--- config.mk ---
export PLATFORM = sky130hd
export DESIGN_NAME = thka_ram
export DESIGN_NICKNAME = d
export VERILOG_FILES = /design/src/rtl/tuple_keyed_hash_accumulator_assert.svh /design/src/rtl/thka_ram.sv
export SDC_FILE = /design/constraint.sdc
export NUM_CORES = 1
export LEC_CHECK = 0
export ABC_AREA = 1
export BUFFER_PORTS_ARGS = -buffer_cell sky130_fd_sc_hd__buf_2
export CAP_MARGIN = 10
export CORE_MARGIN = 2
export CORE_UTILIZATION = 55
export CTS_CLUSTER_SIZE = 40
export DETAILED_ROUTE_END_ITERATION = 16
export PLACE_DENSITY = 0.75
export RECOVER_POWER = 50
export SETUP_SLACK_MARGIN = 0.5
export SYNTH_ARGS = -nofsm -noshare
export SYNTH_HDL_FRONTEND = slang
export SYNTH_SLANG_ARGS = --single-unit
--- constraint.sdc ---
create_clock -name clk_i -period 1.2 [get_ports clk_i]
set_input_delay 0.24 -clock clk_i [delete_from_list [all_inputs] [get_ports clk_i]]
set_output_delay 0.24 -clock clk_i [all_outputs]
set_load 0.05 [all_outputs]
--- src/rtl/tuple_keyed_hash_accumulator_assert.svh ---
// Assertion macros for the tuple keyed hash accumulator.
// Expects clk_i and rst_ni in the scope of each use.
`ifndef TUPLE_KEYED_HASH_ACCUMULATOR_ASSERT_SVH
`define TUPLE_KEYED_HASH_ACCUMULATOR_ASSERT_SVH
`ifndef SYNTH
`define THKA_ASSERT(lbl, prop) \
  lbl: assert property (@(posedge clk_i) disable iff (!rst_ni) prop) \
    else $error("%m: check failed");
`define THKA_NEVER(lbl, cond) \
  lbl: assert property (@(posedge clk_i) disable iff (!rst_ni) !(cond)) \
    else $error("%m: forbidden condition");
`else
`define THKA_ASSERT(lbl, prop)
`define THKA_NEVER(lbl, cond)
`endif
`endif

--- src/rtl/thka_ram.sv ---
// Generic single write port, single read port RAM with registered read data.
// No dependencies.
module thka_ram #(
  parameter int W = 8,
  parameter int D = 16
) (
  input  logic                 clk_i,
  input  logic                 we_i,
  input  logic [$clog2(D)-1:0] waddr_i,
  input  logic [W-1:0]         wdata_i,
  input  logic [$clog2(D)-1:0] raddr_i,
  output logic [W-1:0]         rdata_o
);

  logic [W-1:0] mem [D];

  always_ff @(posedge clk_i) begin
    if (we_i) begin
      mem[waddr_i] <= wdata_i;
    end
    rdata_o <= mem[raddr_i];
  end

endmodule

Word level (Yosys, flattened, before mapping). Memories as Yosys holds them, arrays and structs flattened. A register that Yosys moved wholly into a read port is not among the register bits. Index checks and enable logic that the tools add are counted.

Multiplexer cells: 2. $mul: 0. Reduce and logical (&&, ||, !) cells: 0. Bitwise logic cells: 0. Shifts and indexed selects: 0. Add/subtract/negate cells: 0. Div/mod/pow operators: 0. Order comparisons: 0. Equal/unequal tests: 0.

Operators by type and width (count): $mux 1 (2).

Latch bits: 0. Memory bits (read-only): 0. Memories kept: 1. Memory bits (writable): 128. Register bits: 0.

Memory list: mem (depth 16, bits a word 8, read ports 1, clocked after memory_dff 1, write ports 1, RTL line thka_ram.sv:15) `logic [W-1:0] mem [D];`.

Logic depth before layout (Yosys ltp).
Word-level depth: 2. Depth in mapped cells: 8. Gate-level depth less buffers: 7.

Least setup slack after synthesis. OpenSTA, ideal clock, no wires.

Kind: input to register. Start point: input port waddr_i[3]. End point: memory mem[4][0], enable pin. Setup time: 0.370 ns. Buffers on the path: 0. Arrival: 0.821 ns. Slack: 0.009 ns. Cell stages on the path: 2. Path through: nand3b_1 -> nor2_1.

RTL lines: start, declared (RTL line thka_ram.sv:9) `input logic [$clog2(D)-1:0] waddr_i,`; end, declared (RTL line thka_ram.sv:15).

No word-level cell before the write port.

Worst setup path in the final report.
Start point: register rdata_o[4], read port of mem. End point: output port rdata_o[4].

RTL lines: start, declared (RTL line thka_ram.sv:12) `output logic [W-1:0] rdata_o`.

No word-level cell between the ends.

==> flow_summary.toml <==
[worst_setup_path]
critPathTopFamily = "flip-flops"
r2r_cells = 6
critPathMaxStageDelay_ns = 0.35
cp_num_buf_inv = 1
path_cells = "buf_8"
rr_startpoint = "mem[13][4]$_DFFE_PP_"
required_ns = 0.96
worstPathMaxFanout = 1
crit_type = "reg2out"
cp.arrival_ns = 1.02
crit_end = "rdata_o[4]"
reg2reg_to = "rdata_o[4]$_DFF_P_"
cp-end-kind = "output pin"
cp_slowest_cell = "dfxtp_2"
worst-path-stages = 1
rrSetupSlack_ns = 0.19
startpoint_type = "flip-flop"
worstSetupStartpoint = "rdata_o[4]$_DFF_P_"

[routing]
drc = 0
routed_wl_mm = 13.73
vias = 4035
drt-initial-drc-count = 408
ant_nets = 0
via_per_inst = 5.416
firstDrtPassIters = 5
wl_per_cell_um = 18.43

[power]
vdd_ir_drop_max_v = 0.001055
p_sw_mw = 2.590
internal-power_mw = 8.836
switching_share = 0.2267
p_total_mw = 11.43
comb_power_share = 0.087
p_clk_frac = 0.444
leakagePower_nw = 3.076
p_per_area_mw_per_mm2 = 1568
pwr-share-seq = 0.470

[synth]
synthSimpleGateAreaFrac = 0.2105
synth_edf_count = 128
synthCells = 551
ys_top_cells_by_count = "nand2_1 (173), edfxtp_1 (128), inv_1 (100)"
synth_top_cell_by_area = "edfxtp_1"
synth_cell_type_count = 12
ys_seq_elements = 136
ys_warn_count = 0
synth_most_common_cell = "nand2_1"
async_reset_ff_frac = 0
synthAdderAreaFrac = 0
synth_mux_area_frac = 0
ys.flop_type = "edfxtp_1"
synth_area_mm2 = 0.005767
synth_compound_area_frac = 0
synth_area_leaders = "edfxtp_1 (67%), nand2_1 (11%), nand3_1 (8.4%)"
synthXorXnorAreaFrac = 0
avgSynthCellArea_um2 = 10.47
yosysTopAreaCellShare = 0.6665
synth_top_family_by_area = "simple AND/OR/NAND/NOR gates"
ys_seq_area_frac = 0.6943
syn_nets = 569

[cells_and_area]
num-nets-final = 615
area_delta_synth_final_pct = 26.36
regArea_mm2 = 0.004014
fin_area_mm2 = 0.007287
multiInputGateArea_mm2 = 0.001627
diodes = 0
fill_cells = 687
drive_gt1_frac = 0.2857

[sta]
slew_headroom = 0.3113
hold_ws_ns = 0.1784
period_minus_slack_ns = 1.262
fin_skew_ns = 0.006596
fin_ws_ns = -0.06224
worstMarginPinSlew_ns = 1.033
setup_viol = 8
slew_violations = 0
fmax_ghz = 0.7922
hold_violations = 0
rsz0062_at_grt = "yes"
timing.final.crit_share = 1.052

[global_route]
grt_pass1_wl_mm = 20.82
grt_pass1_vias = 3875
grt_max_degree = 43
grt.overflow.total = 0
antenna_found_initial = 0
grt_use_total = 0.2547

[clock_network]
clk_path_buf_depth = 2
root_buffer = "clkbuf_8"
clkLatencyLatePin_ns = 0.52
clk_pin_slew_ns = 0.06
h-tree-depth = 4
clock_sinks = 136
cts-buffers-inserted = 17
cts_tree = "yes"

[floorplanning]
dieWidth_um = 106.4
die-area_mm2 = 0.01132
core-area_mm2 = 0.01023
row_count = 37
initial_core_util = 0.5637
io_pins = 26
die_h_um = 106.4

[place]
placed_cell_area_mm2 = 0.006304
dp_slack_ns = -0.1299
dp_hpwl_mm = 8.044
portBuffers = 25
routabilityCongestion = 0.8647

[status]
status = "finished, violations left"
failed_checks = "negative setup slack"

[worst_hold_path]
hp-start = "raddr_i[3]"
hp-class = "in2reg"

[flow_run]
cap_viol_max_count = 0
==> power groups by stage <==
stage | Sequential, mW | Combinational (mW) | Clock [mW]
2_1_floorplan | 5.55 | 0.451 | 0
3_3_place_gp | 5.45 | 0.810 | 0
3_5_place_dp | 5.45 | 0.828 | 0
4_1_cts | 5.37 | 0.941 | 5.11
5_1_grt | 5.38 | 1.05 | 5.31
6_report | 5.37 | 0.989 | 5.07
==> layer usage <==
metal / routed length (µm) / GRT usage / vias up
met5: 0 / 0 / -
met4: 275 / 0.09680 / 0
met3: 1074 / 0.04905 / 27
met2: 7263 / 0.4350 / 201
met1: 5114 / 0.3231 / 1941
li1: - / - / 1866
==> sequential cells by signal, indices dropped and copies added (netlist names) <==
register	count
rdata_o	8
mem	128
==> metrics by stage <==
step	std cells	setup TNS, ns	utilization
after floorplan	551	0	-
after global placement	711	-5.096	0.6161
after detailed placement	711	-8.075	0.6161
after CTS	744	-0.4603	0.6976
after global routing	745	-0.5771	0.7122
final	745	-0.2980	0.7122
==> how the worst min path moves through the flow <==
stage,end,slack (ns),cells after the start
after global placement,rdata_o[0]$_DFF_P_,0.67,6
after floorplan,mem[0][0]$_DFFE_PP_,0.34,0
after CTS,mem[7][1]$_DFFE_PP_,0.14,1
final,rdata_o[5]$_DFF_P_,0.18,4
after detailed placement,rdata_o[1]$_DFF_P_,0.68,6
after global routing,rdata_o[5]$_DFF_P_,0.17,4
==> worst register-to-register path: stages, from the launching register on <==
cell and delay (ns):
edfxtp_1 0.39, inv_1 0.09, nand2_1 0.07, nand3_1 0.12, nand3_2 0.10, nand3_1 0.08, nand2_1 0.05
==> cell type report <==
type | instances | share of cell area
well taps | 136 | 0.02335
flip-flops and latches | 136 | 0.5508
inverters | 102 | 0.05426
repair buffers | 51 | 0.06834
multi-input cells | 289 | 0.2232
clock buffers | 18 | 0.05872
clock inverters | 13 | 0.02129
==> cell usage in the layout (no fill, tap or decap), drive strengths merged <==
master	n
nor2	17
buf	41
nand3	97
clkinvlp	3
dfxtp	8
clkbuf	28
nand3b	2
nand2	173
clkinv	7
bufinv	3
inv	102
edfxtp	128
==> cells by family after synthesis <==
family,count (synthesis)
simple gates,289
buf+inv,126
flops,136
==> timing repair <==
action / CTS / global route
setup endpoints to repair: 88 / 112
gates resized for setup: 59 / 39
gates cloned: 0 / 0
hold endpoints to repair: 0 / 0
pin swaps: 30 / 21
hold buffers: 0 / 0
setup buffers: 2 / 1
(Power assumes the default switching activity.)
