`config.mk`:
```
export PLATFORM = sky130hd
export DESIGN_NAME = thka_hash
export DESIGN_NICKNAME = d
export VERILOG_FILES = /design/src/rtl/thka_pkg.sv /design/src/rtl/thka_hash.sv
export VERILOG_INCLUDE_DIRS = /design/src /design/src/rtl
export SDC_FILE = /design/constraint.sdc
export NUM_CORES = 2
export LEC_CHECK = 0
export BUFFER_PORTS_ARGS = -buffer_cell sky130_fd_sc_hd__buf_2
export CAP_MARGIN = 30
export CORE_UTILIZATION = 38
export DETAILED_ROUTE_END_ITERATION = 7
export HOLD_SLACK_MARGIN = 0.06
export SETUP_SLACK_MARGIN = 0.02
export SYNTH_ARGS = -nofsm -noshare
export SYNTH_HDL_FRONTEND = slang
export SYNTH_SLANG_ARGS = --single-unit
```
`constraint.sdc`:
```
create_clock -name clk_i -period 11.63 [get_ports clk_i]
set_input_delay 1.163 -clock clk_i [delete_from_list [all_inputs] [get_ports clk_i]]
set_output_delay 1.163 -clock clk_i [all_outputs]
set_load 0.02 [all_outputs]
```
`src/rtl/tuple_keyed_hash_accumulator_assert.svh`:
```
// Assertion macros for the tuple keyed hash accumulator.
// Expects clk_i and rst_ni in the scope of each use.
`ifndef TUPLE_KEYED_HASH_ACCUMULATOR_ASSERT_SVH
`define TUPLE_KEYED_HASH_ACCUMULATOR_ASSERT_SVH
`ifndef SYNTH
`define THKA_ASSERT(lbl, prop) \
  lbl: assert property (@(posedge clk_i) disable iff (!rst_ni) prop) \
    else $error("%m: check failed");
`define THKA_NEVER(lbl, cond) \
  lbl: assert property (@(posedge clk_i) disable iff (!rst_ni) !(cond)) \
    else $error("%m: forbidden condition");
`else
`define THKA_ASSERT(lbl, prop)
`define THKA_NEVER(lbl, cond)
`endif
`endif

```
`src/rtl/thka_pkg.sv`:
```
// Shared types and constants of the tuple keyed hash accumulator.
// No dependencies.
package thka_pkg;

  localparam int BUCKETS = 1024;
  localparam int NODES   = 1024;

  localparam int BKT_AW  = $clog2(BUCKETS);
  localparam int BKT_CW  = $clog2(BUCKETS + 1);
  localparam int NODE_AW = $clog2(NODES);
  localparam int LINK_W  = $clog2(NODES + 1);
  localparam int KEY_W   = 128;

  localparam logic [63:0] SEED      = 64'h9e3779b97f4a7c15;
  localparam logic [63:0] MUL_A     = 64'hff51afd7ed558ccd;
  localparam logic [63:0] MUL_B     = 64'hc4ceb9fe1a85ec53;
  localparam int          FIN_SHIFT = 33;

  localparam logic [1:0] REQ_ADD  = 2'd0;
  localparam logic [1:0] REQ_GET  = 2'd1;
  localparam logic [1:0] REQ_ITER = 2'd2;

  typedef struct packed {
    logic              done;
    logic [BKT_AW-1:0] bucket;
  } hash_rsp_t;

  typedef struct packed {
    logic             status;
    logic             found;
    logic [31:0]      value;
    logic [3:0][31:0] key;
  } res_t;

  typedef enum logic [4:0] {
    ST_CLEAR,
    ST_IDLE,
    ST_HASH,
    ST_HEAD_WAIT,
    ST_WALK,
    ST_CMP,
    ST_ACT,
    ST_UPD,
    ST_FREE,
    ST_ALLOC,
    ST_ALLOC_WAIT,
    ST_INSERT,
    ST_IT_START,
    ST_IT_LINK,
    ST_IT_SCAN,
    ST_IT_HEAD,
    ST_IT_EMIT,
    ST_IT_DATA,
    ST_RESP
  } state_e;

endpackage

```
`src/rtl/thka_hash.sv`:
```
// Iterative key hash: four rounds of xor plus 64-bit multiply-xorshift finalizer.
// One shared 32x32 multiplier, three partial products per 64-bit multiply. Uses thka_pkg.
`include "tuple_keyed_hash_accumulator_assert.svh"

module thka_hash (
  input  logic                  clk_i,
  input  logic                  rst_ni,
  input  logic                  start_i,
  input  logic [3:0][31:0]      words_i,
  output thka_pkg::hash_rsp_t   rsp_o
);

  localparam logic [1:0] LAST_PART  = 2'd2;
  localparam logic [1:0] LAST_ROUND = 2'd3;

  logic        busy_q, done_q, mulsel_q;
  logic [1:0]  round_q, part_q;
  logic [63:0] x_q, acc_q, acc_d;
  logic [63:0] acc_mix, seed_mix, pre, op0, opnow, coef, prod;
  logic [31:0] mul_a, mul_b;

  always_comb begin
    acc_mix  = acc_q ^ (acc_q >> thka_pkg::FIN_SHIFT);
    seed_mix = (round_q == 2'd0) ? thka_pkg::SEED : acc_mix;
    pre      = seed_mix ^ {32'b0, words_i[round_q]};
    op0      = pre ^ (pre >> thka_pkg::FIN_SHIFT);
    opnow    = mulsel_q ? acc_mix : op0;
    coef     = mulsel_q ? thka_pkg::MUL_B : thka_pkg::MUL_A;
    case (part_q)
      2'd0: begin
        mul_a = opnow[31:0];
        mul_b = coef[31:0];
      end
      2'd1: begin
        mul_a = x_q[31:0];
        mul_b = coef[63:32];
      end
      default: begin
        mul_a = x_q[63:32];
        mul_b = coef[31:0];
      end
    endcase
  end

  assign prod  = mul_a * mul_b;
  assign acc_d = (part_q == 2'd0) ? prod : acc_q + {prod[31:0], 32'b0};

  always_ff @(posedge clk_i or negedge rst_ni) begin
    if (!rst_ni) begin
      busy_q   <= 1'b0;
      done_q   <= 1'b0;
      round_q  <= '0;
      mulsel_q <= 1'b0;
      part_q   <= '0;
    end else begin
      done_q <= 1'b0;
      if (start_i) begin
        busy_q   <= 1'b1;
        round_q  <= '0;
        mulsel_q <= 1'b0;
        part_q   <= '0;
      end else if (busy_q) begin
        if (part_q == LAST_PART) begin
          part_q   <= '0;
          mulsel_q <= ~mulsel_q;
          if (mulsel_q) begin
            if (round_q == LAST_ROUND) begin
              busy_q <= 1'b0;
              done_q <= 1'b1;
            end else begin
              round_q <= round_q + 2'd1;
            end
          end
        end else begin
          part_q <= part_q + 2'd1;
        end
      end
    end
  end

  always_ff @(posedge clk_i) begin
    if (busy_q) begin
      if (part_q == 2'd0) begin
        x_q <= opnow;
      end
      acc_q <= acc_d;
    end
  end

  assign rsp_o.done   = done_q;
  assign rsp_o.bucket = acc_mix[thka_pkg::BKT_AW-1:0];

  `THKA_NEVER(a_start_busy, start_i && busy_q)
  `THKA_ASSERT(a_done_pulse, done_q |=> !done_q)
  `THKA_ASSERT(a_start_runs, start_i |=> busy_q)

endmodule

```
Yosys cells after proc, flatten, opt, wreduce, memory -nomap -nowiden
Index checks and enable logic that the tools add are counted.
{"block": "word_totals", "reg_bits": 135, "wordCells": 57, "output_inout_bits": 11, "inputBits": 131}
{"block": "classes", "bitwise": 4, "mul": 1, "reduce_logical": 8, "eq_ne": 4, "n_lt_le_gt_ge": 1, "n_mux": 29, "n_addsub": 3}
{"cell": "2-to-1 mux 64 bit", "n": 3}
{"cell": "XOR 64 x 31 -> 64 bit", "n": 2}
{"cell": "adder 64 bit", "n": 1}
{"cell": "binary-select mux 32 bit (select 2 bit)", "n": 1}
{"cell": "multiplier 32 x 32 -> 64 bit", "n": 1}
{"cell": "2-to-1 mux 32 bit", "n": 2}
{"cell": "one-hot mux 32 bit (2 select lines)", "n": 1}
{"cell": "XOR 64 x 32 -> 64 bit", "n": 1}
{"cell": "2-to-1 mux 62 bit", "n": 1}
{"cell": "2-to-1 mux 2 bit", "n": 8}
{"cell": "2-to-1 mux 1 bit", "n": 13}
{"cell": "nonzero test 2 bit", "n": 3}
{"cell": "adder 2 x 1 -> 2 bit, second input constant", "n": 2}
{"cell": "== test 2 bit, second input constant", "n": 2}
{"cell": "logical NOT 2 bit", "n": 2}
{"cell": "AND reduction 2 bit", "n": 2}
{"cell": "AND reduction 4 bit", "n": 1}
{"cell": "< comparator 2 x 3 -> 1 bit, second input constant", "n": 1}
{"cell": "== test 2 x 1 -> 1 bit, second input constant", "n": 1}
{"cell": "inequality test 2 bit, second input constant", "n": 1}
{"cell": "inverter 1 bit", "n": 1}

Logic depth before layout (Yosys ltp)
{"block": "logic_depth", "word_depth": 9, "ltp_mapped": 48, "mapped_depth_nobuf": 43}

Least setup slack after synthesis
OpenSTA, ideal clock, no wires.
{"block": "synth_path", "kind": "input to register", "start": "input words_i[102] (netlist name)", "end": "register acc_q[60], data pin", "t_required_ns": 11.365, "setup_ns": 0.265, "path_buffers": 1, "cell_stages": 40, "setup_slack_ns": 1.398, "arrival_time_ns": 9.967, "cell_sequence": "mux4_2 xnor2_1 a21oi_1 a311oi_1 mux2i_1 nor2_1 a21oi_1 buf_6 nand2b_1 fa_1 inv_1 fa_1 inv_1 fa_1 inv_1 fa_1 ha_1 ha_1 [4 not listed] ha_1 a2111o_1 o22ai_1 o21ai_2 a21oi_1 o21bai_1 a21oi_1 o31ai_1 xor2_1 ha_1 and3_1 a221o_1 nand2_1 o21ai_0 o41ai_2 xnor2_1 a221oi_1 nand3_1"}
{"block": "synth_between", "elab_chain_len": 9}
{"item": "start: declaration", "line": "thka_hash.sv:9", "rtl": "input logic [3:0][31:0] words_i,"}
{"item": "binary-select mux 32 bit (select 2 bit) (*)", "line": "thka_hash.sv:25", "rtl": "pre = seed_mix ^ {32'b0, words_i[round_q]};"}
{"item": "2-to-1 mux 32 bit (not written as such) (*)", "line": "thka_hash.sv:25"}
{"item": "XOR 64 x 32 -> 64 bit (*)", "line": "thka_hash.sv:25"}
{"item": "XOR 64 x 31 -> 64 bit (*)", "line": "thka_hash.sv:26", "rtl": "op0 = pre ^ (pre >> thka_pkg::FIN_SHIFT);"}
{"item": "2-to-1 mux 64 bit (*)", "line": "thka_hash.sv:27", "rtl": "opnow = mulsel_q ? acc_mix : op0;"}
{"item": "via opnow[6]", "line": "thka_hash.sv:19", "rtl": "logic [63:0] acc_mix, seed_mix, pre, op0, opnow, coef, prod;"}
{"item": "one-hot mux 32 bit (2 select lines) (*)", "line": "thka_hash.sv:29", "rtl": "case (part_q)"}
{"item": "multiplier 32 x 32 -> 64 bit (*)", "line": "thka_hash.sv:45", "rtl": "assign prod = mul_a * mul_b;"}
{"item": "adder 64 bit", "line": "thka_hash.sv:46", "rtl": "assign acc_d = (part_q == 2'd0) ? prod : acc_q + {prod[31:0], 32'b0};"}
{"item": "2-to-1 mux 64 bit (*)", "line": "thka_hash.sv:46"}
{"item": "via acc_d[60]", "line": "thka_hash.sv:18", "rtl": "logic [63:0] x_q, acc_q, acc_d;"}
{"item": "end signal: assignment", "line": "thka_hash.sv:86", "rtl": "acc_q <= acc_d;"}
{"item": "end: declaration", "line": "thka_hash.sv:18"}
Mark *: on every way through the listed nets, which the timed path passes. The rest lies on a longest branch. The select of a mux whose other input is x is not followed.
A chain may end at the register's enable or synchronous reset.

Worst setup path after layout
Ends and elaborated chain as after synthesis.

==> impl_summary.log <==
[metrics] wire length of the first global-routing pass: 200.7 mm
[metrics] share of synthesized registers carrying an async set or reset: 5.185%
[metrics] source of the worst register-to-register timing path: round_q[0]
[metrics] CTS H-Tree Depth: 4
[metrics] Antenna Diode Count: 0
[metrics] TritonCTS clock tree: built
[metrics] initial antenna violation count: 0
[metrics] Crit Path Max Fanout: 9
[metrics] share of the yosys chip area belonging to registers: roughly a tenth
[metrics] Die X-Extent: 324.3 um
[metrics] warning count from the yosys run: 0
[metrics] final routed DRC violation total: 0
[metrics] via count of the first global-routing pass: 30,055
[metrics] Via density: 5.142
[metrics] clock transition at the registers of the reported paths: ~0.070 ns
[metrics] vertical die dimension: 324.3 um
[metrics] Crit Path Class: primary input to flip-flop
[metrics] count of antenna-violating nets left after detailed routing: 0
[metrics] number of sinks driven by the clock tree: 135
[metrics] Initial Utilization: 38.57%
[metrics] CTS Buf Count: 17
[metrics] count of flip-flops with a built-in enable after synthesis: 128
[metrics] GR Overflow Total: 0
[metrics] detailed placement HPWL: approximately 120 mm
[metrics] Final setup violation count: 0
[metrics] DRC marker count from the first detailed-route iteration: 2,436
[metrics] number of detailed-route iterations in the first pass: 5
[metrics] setup repair after global routing missed its margin: false
[metrics] fill cell total of the finished layout: 10,110
[metrics] number of distinct library cells after synthesis: 83
[metrics] Area Growth Syn to Fin: 8.798%
[metrics] DR vias: ~28,000
[metrics] Site Rows: 117
[metrics] largest net degree at the start of global routing: 66
[metrics] all-layer global routing usage: between 20% and 30%
[metrics] category of the worst setup path launch point: primary input
[metrics] fraction of layout cells with a size suffix above 1: 10.20%
[metrics] area enclosed by the die boundary: 105,100 sq um
[metrics] drt wl/cell: 24.07 um
[metrics] class of the most critical hold timing path: primary input to async pin
[metrics] clock period minus final worst setup slack: 11.06 ns
[metrics] CP max stage cell: fa_1
[metrics] I/O Buffers: around 140
[metrics] syn_nets: about 5,300
[metrics] Clock Tree Root: clkbuf_16
[metrics] launch point of the critical path: words_i[102]
[metrics] gpl congestion: between 0.9 and 1
[metrics] run status: finished, final reports clean
[metrics] Max Buffers Root-to-Sink: 2
[metrics] skew final: around 0.022 ns
[metrics] final wirelength: 132.8 mm
[metrics] Tightest Pin Transition: 0.9518 ns
[metrics] instance count of the mapped netlist: 3,985
[metrics] Post-Route Hold Slack: 0.5356 ns
[metrics] placement-stage worst setup slack: 0.1338 ns
[metrics] post-synth top area share: 43.73%
[metrics] worst slew slack as a fraction of its limit: 36.31%
[metrics] Maximum Capacitance Violations: 0
[metrics] Most common cell on crit path: fa_1
[metrics] kind of capture point of the worst setup path: flip-flop
[metrics] clock latency on the worst-skew pair: between 0.4 and 0.5 ns
[metrics] mean post-synth cell area: about 9.9 sq um
[metrics] achievable frequency: ~0.09 GHz
[metrics] final critical-path share of the clock period: between 90% and 100%
[metrics] number of slew-limit violations in the final report: 0
[metrics] cell types occupying the most area after synthesis: fa_1 (44%), ha_1 (11%), edfxtp_1 (9.7%)
[metrics] FF+latch count, synth: between 100 and 150
[metrics] placeable core area: 102,300 sq um
[metrics] Final Hold Violating Endpoints: 0
[metrics] Seq. cell area: roughly 4000 sq um
[metrics] slack of the critical path: 0.5746 ns
[metrics] final layout net count: 5,465
[metrics] Most used DFF post-synth: edfxtp_1
[metrics] post-synth top area cell: fa_1
[metrics] Worst EP arrival: approximately 11 ns
[metrics] data required time of the worst path: approximately 12 ns
[metrics] setup tns final: 0 ns
[metrics] combined area of the multi-input logic cells: 31,190 sq um
[metrics] delay of the slowest critical-path stage: 0.54 ns
[metrics] cell area after synthesis: 39,470 sq um
[metrics] total I/O pin count: roughly 140
-- worst paths after layout --
path / end / slack (ns) / depth (start not counted)
setup / recovery: acc_q[60] / 0.57 / 38
hold / removal: round_q[0] / 0.54 / 1
setup reg to reg: acc_q[60] / 0.65 / 39
hold reg to reg: x_q[32] / 0.56 / 1
max in group asynchronous: mulsel_q / 10.90 / 1
min in group clk_i: x_q[32] / 0.56 / 1
-- layout by cell type (no fill, tap or decap), drive strengths merged, types with 9 or more instances in the layout --
cell and instances:
a211oi 9, a21o 49, a21oi 146, a221oi 10
a31oi 17, and2 100, and3 12, buf 276
clkbuf 20, edfxtp 128, fa 862, ha 336
inv 970, mux2i 39, mux4 32, nand2 228
nand2b 100, nand3 28, nand4 23, nor2 238
nor2b 39, nor3 18, o211ai 9, o21a 13
o21ai 119, o21bai 22, o311ai 9, o31ai 13
or2 40, xnor2 75, xor2 67
-- Yosys cell counts (all sizes together) (6+ instances only) --
| library cell | n |
|---|---|
| a31oi | 17 |
| nor3 | 18 |
| nor2 | 238 |
| xnor2 | 75 |
| edfxtp | 128 |
| nand2 | 228 |
| nand3 | 28 |
| clkbuf | 92 |
| a21oi | 146 |
| or3 | 8 |
| mux2i | 39 |
| and2 | 100 |
| nand2b | 100 |
| o211ai | 9 |
| fa | 862 |
| and3 | 12 |
| o31ai | 13 |
| or2 | 40 |
| nor2b | 39 |
| ha | 336 |
| a211oi | 9 |
| a311oi | 8 |
| o21bai | 22 |
| nand4 | 23 |
| a221oi | 10 |
| a21o | 49 |
| nor3b | 6 |
| mux4 | 32 |
| inv | 967 |
| xor2 | 67 |
| o311ai | 9 |
| o21a | 13 |
| o21ai | 119 |
| dfrtp | 7 |
| buf | 52 |
-- registers in the layout (all words and copies together), names as in the netlist --
| name | count |
|---|---|
| part_q | 2 |
| mulsel_q | 1 |
| acc_q | 64 |
| round_q | 2 |
| busy_q | 1 |
| done_q | 1 |
| x_q | 64 |
-- through the flow --
stage,instance area (sq um),cells,utilization [%]
after CTS,42880,5516,41.90
final,42940,5517,41.96
after detailed placement,42270,5484,41.30
after global routing,42940,5517,41.96
after floorplan,39470,3985,-
after global placement,42270,5484,41.30
-- critical path: cells and delay by family --
kind | cells | cell delay [ns]
buffers and inverters | 5 | 0.47
adder cells (fa/ha/maj) | 10 | 4.32
AO/OA/AOI/OAI | 13 | 3.08
multiplexers | 2 | 0.59
AND/OR/NAND/NOR | 5 | 0.90
XOR/XNOR | 3 | 0.68
-- layout make-up --
type | count | area share [%]
clock inverters | 12 | 0.3905
multi-input cells | 2739 | 72.64
clock buffers | 20 | 1.040
flip-flops and latches | 135 | 9.377
inverters | 967 | 8.454
well taps | 1368 | 3.986
repair buffers | 276 | 4.109
-- routing by layer --
layer	vias to the layer above	GRT usage, %	part of all wire [%]
met4	0	9.423	4.3
met5	-	0	0
li1	12624	-	-
met3	197	3.910	6.5
met1	14573	36.94	43
met2	975	41.53	46
-- repair_timing --
| action | 4_1_cts | 5_1_grt |
|---|---|---|
| setup buffers | 0 | 1 |
| hold buffers | 0 | 0 |
| endpoints found under the setup margin | 0 | 3 |
| gates resized for setup | 0 | 16 |
-- kinds of logic (layout without fill, tap and decap cells) --
kind of cell / Yosys count / in the layout / synth area share, %
adder cells (fa/ha/maj): 1198 / 1198 / 54.38
XOR/XNOR: 142 / 142 / 3.170
flip-flops: 135 / 135 / 10.18
AO/OA/AOI/OAI: 466 / 466 / 7.625
AND/OR/NAND/NOR: 860 / 860 / 10.67
multiplexers: 72 / 72 / 2.977
other: 1 / 1 / 0.009502
buffers and inverters: 1111 / 1275 / 10.98
Power is left out: the tool's default activity adds up to more than one toggle a clock period on the data nets, which glitch-free logic cannot reach.
